<file path="src/hdl/mexp_pkg.sv">
// shared types and constants for the modular exponentiation block
// no dependencies; used by every module under hdl
package mexp_pkg;

  localparam int unsigned MOD_W = 31;
  localparam int unsigned OPD_W = 63;
  localparam int unsigned DIV_W = 63;
  localparam int unsigned PROD_W = 2 * MOD_W;
  localparam logic [MOD_W-1:0] MODULUS_RESET = 31'd1000000007;

  typedef enum logic [2:0] {
    ST_IDLE,
    ST_RBASE,
    ST_MULT,
    ST_RED,
    ST_FINISH
  } mexp_state_t;

  // commands from controller to datapath
  typedef struct packed {
    logic load;
    logic take_sq;
    logic mult;
    logic update;
    logic out_load;
  } mexp_cmd_t;

  // status from datapath to controller
  typedef struct packed {
    logic a_busy;
    logic b_busy;
    logic exp_zero;
    logic exp_last;
  } mexp_stat_t;

endpackage

</file>
<file path="src/hdl/mexp_ctrl.sv">
// controller state machine sequencing base reduction and square-and-multiply steps
// depends on mexp_pkg
module mexp_ctrl (
  input  logic                  clk,
  input  logic                  rst,
  input  logic                  in_valid,
  input  logic                  out_free,
  input  mexp_pkg::mexp_stat_t  stat,
  output logic                  in_ready,
  output mexp_pkg::mexp_cmd_t   cmd
);

  mexp_pkg::mexp_state_t state;
  mexp_pkg::mexp_state_t state_next;

  // state register
  always_ff @(posedge clk) begin
    if (rst) begin
      state <= mexp_pkg::ST_IDLE;
    end else begin
      state <= state_next;
    end
  end

  // next state
  always_comb begin
    state_next = state;
    case (state)
      mexp_pkg::ST_IDLE: begin
        if (in_valid) state_next = mexp_pkg::ST_RBASE;
      end
      mexp_pkg::ST_RBASE: begin
        if (!stat.a_busy) begin
          state_next = stat.exp_zero ? mexp_pkg::ST_FINISH : mexp_pkg::ST_MULT;
        end
      end
      mexp_pkg::ST_MULT: begin
        state_next = mexp_pkg::ST_RED;
      end
      mexp_pkg::ST_RED: begin
        if (!stat.a_busy) begin
          state_next = stat.exp_last ? mexp_pkg::ST_FINISH : mexp_pkg::ST_MULT;
        end
      end
      mexp_pkg::ST_FINISH: begin
        if (out_free) state_next = mexp_pkg::ST_IDLE;
      end
      default: state_next = mexp_pkg::ST_IDLE;
    endcase
  end

  // outputs
  always_comb begin
    cmd = '0;
    in_ready = 1'b0;
    case (state)
      mexp_pkg::ST_IDLE: begin
        in_ready = 1'b1;
        cmd.load = in_valid;
      end
      mexp_pkg::ST_RBASE: begin
        cmd.take_sq = !stat.a_busy;
      end
      mexp_pkg::ST_MULT: begin
        cmd.mult = 1'b1;
      end
      mexp_pkg::ST_RED: begin
        cmd.update = !stat.a_busy;
      end
      mexp_pkg::ST_FINISH: begin
        cmd.out_load = out_free;
      end
      default: begin
        cmd = '0;
      end
    endcase
  end

endmodule

</file>
<file path="config.mk">
export PLATFORM = sky130hd
export DESIGN_NAME = mexp_ctrl
export DESIGN_NICKNAME = d
export VERILOG_FILES = /design/src/hdl/mexp_pkg.sv /design/src/hdl/mexp_ctrl.sv
export SDC_FILE = /design/constraint.sdc
export NUM_CORES = 1
export LEC_CHECK = 0
export ABC_CLOCK_PERIOD_IN_PS = 2500
export BUFFER_PORTS_ARGS = -buffer_cell sky130_fd_sc_hd__buf_4
export CAP_MARGIN = 0
export CORE_AREA = 2 2 39 41
export CTS_BUF_LIST = sky130_fd_sc_hd__clkbuf_4 sky130_fd_sc_hd__clkbuf_8
export DETAILED_ROUTE_END_ITERATION = 8
export DIE_AREA = 0 0 41 43
export GPL_ROUTABILITY_DRIVEN = 1
export PLACE_DENSITY = 0.33
export SETUP_SLACK_MARGIN = 0.02
export SLEW_MARGIN = 5
export SYNTH_ARGS = -nofsm -noshare
export SYNTH_HDL_FRONTEND = slang
export SYNTH_SLANG_ARGS = --single-unit
</file>
<file path="constraint.sdc">
create_clock -name clk -period 2.5 [get_ports clk]
set_input_delay 0.125 -clock clk [delete_from_list [all_inputs] [get_ports clk]]
set_output_delay 0.125 -clock clk [all_outputs]
set_load 0.03 [all_outputs]
</file>
==> flow_summary.toml <==
[clocking]
cts_hold_buffers = 0
cts-root-buf = "sky130_fd_sc_hd__clkbuf_4"
cts_made_buffers = 3
cts-root-to-sink-buffers = 2
clkLatencyLatePin_ns = 0.23
cts_post_setup_buffers_inserted = 0
clock-sinks = 3
postCtsResizedCells = 0
clock_slew_at_the_register_clock_pins_of_the_worst_setup_and_hold_paths_ns = 0.04
clock_tree.htree_level_count = 1
cts_tree = "done"

[floorplan]
floorplan.initialDensity_pct = 14.4
die_h_um = 43
design.die.area_mm2 = 0.00176
die_w_um = 41
core_mm2 = 0.00138
fp-row-count = 14
ioPinCount = 14

[setup_path]
crit_path_cell_trace = "or3b_4 -> nor2_1 -> buf_4"
timing.rr.start = "state[0]$_SDFFE_PP0P_"
worst-path-stages = 3
worst_path_max_delay_cell = "sky130_fd_sc_hd__or3b_4"
critPathLaunchType = "flip-flop"
critPathKind = "reg -> out"
critPathCaptureType = "primary output"
cpPeakStageDelay_ns = 0.41
cp_top_family = "simple AND/OR/NAND/NOR gates"
critical_path.n_buffers_inverters = 1
reg2reg_to = "state[2]$_SDFFE_PP0P_"
timing.critical_path.required_ns = 2.38
worst-endpoint-arrival_ns = 1.29
reg2reg_slack_ns = 1.41
worst-path-max-fanout = 6
r2r.worst_path.cells = 2

[finish]
largest_register_ffs = 3
n_fill_cell = 161
regs_by_ff_count = "state (3)"
layout-drive-gt1-share_pct = 51.4
flow.area_growth_from_synthesis_pct = 64.8
registers.top_by_ff_count = "state"
final_core_utilization_pct = 23.7
finish.net_count = 46
multi_input_gate_area_um2 = 124
insertedDiodeCount = 0
layout.area.seq_um2 = 60.1

[timing]
timing.setup.tns_ns = 0
clock-skew-final_ns = 0.00274
slew-limit-headroom_pct = 82.0
grt_setup_unrepaired = "no"
min_period_ns = 1.41
tightestPinTransition_ns = 0.269
hold_viol = 0
period_share_pct = 56.4
slew_viol_final = 0
achievable-frequency_mhz = 709
final-setup-viol-count = 0

[detailed_routing]
wl_um = 481
avgViaCountPerCell = 4.09
drt_drc_violations_left = 0
post_drt_antenna_nets = 0
dr_iter_0_viols = 5
count_of_vias_placed_by_the_detailed_router = 217
drtPass1Iterations = 4
route.detailed.wl_per_inst_um = 9.08

[synthesis]
postSynthCellCount = 22
yosys_register_bits = 3
syn-cell-area_um2 = 199
avgSynthCellArea_um2 = 9.04
ys_types = 15
synth-seq-area-share_pct = 30.2
synth_nets = 30
yosysWarningCount = 0

[run_status]
outcome = "finished clean"

[global_routing]
grt_max_degree = 9
grt_first_pass_wirelength_um = 786
grt-ovfl-total = 0
track_usage_pct = 6.92
antenna_found_initial = 0
grt_pass1_vias = 201

[power_and_ir_drop]
vdd_drop_max_uv = 83.2
p_per_area_mw_per_mm2 = 596
leakage_nw = 0.146

[place]
gp_congestion = 0.739
port-buffer-count = 12
dp_hpwl_um = 409

[worst_hold_path]
worst_hold_path.endpoint = "state[2]$_SDFFE_PP0P_"
hold_class = "in -> reg"
hold_depth = 2
timing.hold.worst.start = "out_free"

[job]
max_cap_viol_count = 0
## worst max-delay path by stage
stage                                from  endpoint  slack (ns)
floorplan           state[1]$_SDFFE_PP0P_    cmd[4]        0.83
global placement    state[2]$_SDFFE_PP0P_    cmd[0]        1.30
detailed placement  state[2]$_SDFFE_PP0P_    cmd[0]        1.33
CTS                 state[2]$_SDFFE_PP0P_    cmd[0]        1.07
global route        state[2]$_SDFFE_PP0P_    cmd[0]        0.97
finish              state[2]$_SDFFE_PP0P_    cmd[0]        1.09
## synth_stat cells, drive strengths merged
library cell | number | area [um^2]
nand2 | 1 | 3.75
mux2i | 1 | 10.0
and2 | 1 | 6.26
nor3b | 1 | 7.51
buf | 1 | 11.3
dfxtp | 3 | 60.1
nor2 | 4 | 15.0
or3b | 1 | 11.3
o221a | 1 | 11.3
nand2b | 2 | 12.5
nor3 | 2 | 10.0
o311a | 1 | 10.0
inv | 1 | 3.75
o32ai | 1 | 16.3
or4b | 1 | 10.0
## worst register-to-register path: stages (launching register included)
cell and delay [ns]:
sky130_fd_sc_hd__dfxtp_1 0.43, sky130_fd_sc_hd__or4b_1 0.47, sky130_fd_sc_hd__o32ai_2 0.10
## stage by stage
step / total power, W / cells / setup slack, ns / hold WS, ns / cell area [um^2]
floorplan: 0.0000826 / 22 / 0.832 / 0.239 / 199
finish: 0.000195 / 53 / 1.09 / 0.111 / 328
CTS: 0.000200 / 53 / 1.07 / 0.107 / 328
global placement: 0.000102 / 49 / 1.30 / 0.352 / 298
detailed placement: 0.000102 / 49 / 1.33 / 0.357 / 298
global route: 0.000207 / 53 / 0.970 / 0.110 / 328
## cells by family (layout without fill, tap and decap cells)
kind of cell           Yosys count  count (layout)  synth area share [%]
muxes                            1               1                  5.03
AOI/OAI and AO/OA                3               3                  18.9
and+or+nand+nor                 13              13                  38.4
DFF                              3               3                  30.2
buffers and inverters            2              17                  7.54
## final cells by class
| type | count | share of cell area (%) |
|---|---|---|
| repair buffers | 12 | 27.5 |
| flip-flops and latches | 3 | 18.3 |
| clock buffers | 4 | 9.16 |
| inverters | 1 | 1.15 |
| multi-input cells | 17 | 37.8 |
| well taps | 16 | 6.11 |
## metal layers
layer	vias up	routed length (um)	GRT usage (%)
met3	0	5	3.14
met1	105	195	7.37
li1	110	-	-
met4	0	0	6.00
met2	2	280	9.69
met5	-	0	0
## layout by cell type, fill, tap and decap left out
cell                       Yosys  layout
sky130_fd_sc_hd__and2_1        1       1
sky130_fd_sc_hd__buf_4         0      12
sky130_fd_sc_hd__clkbuf_4      0       4
sky130_fd_sc_hd__dfxtp_1       3       3
sky130_fd_sc_hd__inv_1         1       1
sky130_fd_sc_hd__mux2i_1       1       1
sky130_fd_sc_hd__nand2_1       1       1
sky130_fd_sc_hd__nand2b_1      2       2
sky130_fd_sc_hd__nor2_1        4       4
sky130_fd_sc_hd__nor3_1        2       2
sky130_fd_sc_hd__nor3b_1       1       1
sky130_fd_sc_hd__o221a_2       1       1
sky130_fd_sc_hd__o311a_1       1       1
sky130_fd_sc_hd__o32ai_2       1       1
sky130_fd_sc_hd__or3b_4        1       1
sky130_fd_sc_hd__or4b_1        1       1
## power breakdown
part / leakage, nW / internal (W) / switching [W] / total (W)
Combinational: 0.103 / 0.0000214 / 0.0000233 / 0.0000447
Clock: 0.0184 / 0.0000706 / 0.0000240 / 0.0000945
Sequential: 0.0246 / 0.0000511 / 0.00000514 / 0.0000562
Total: 0.146 / 0.000143 / 0.0000524 / 0.000195
No activity file was read; power rests on OpenSTA's default activity.
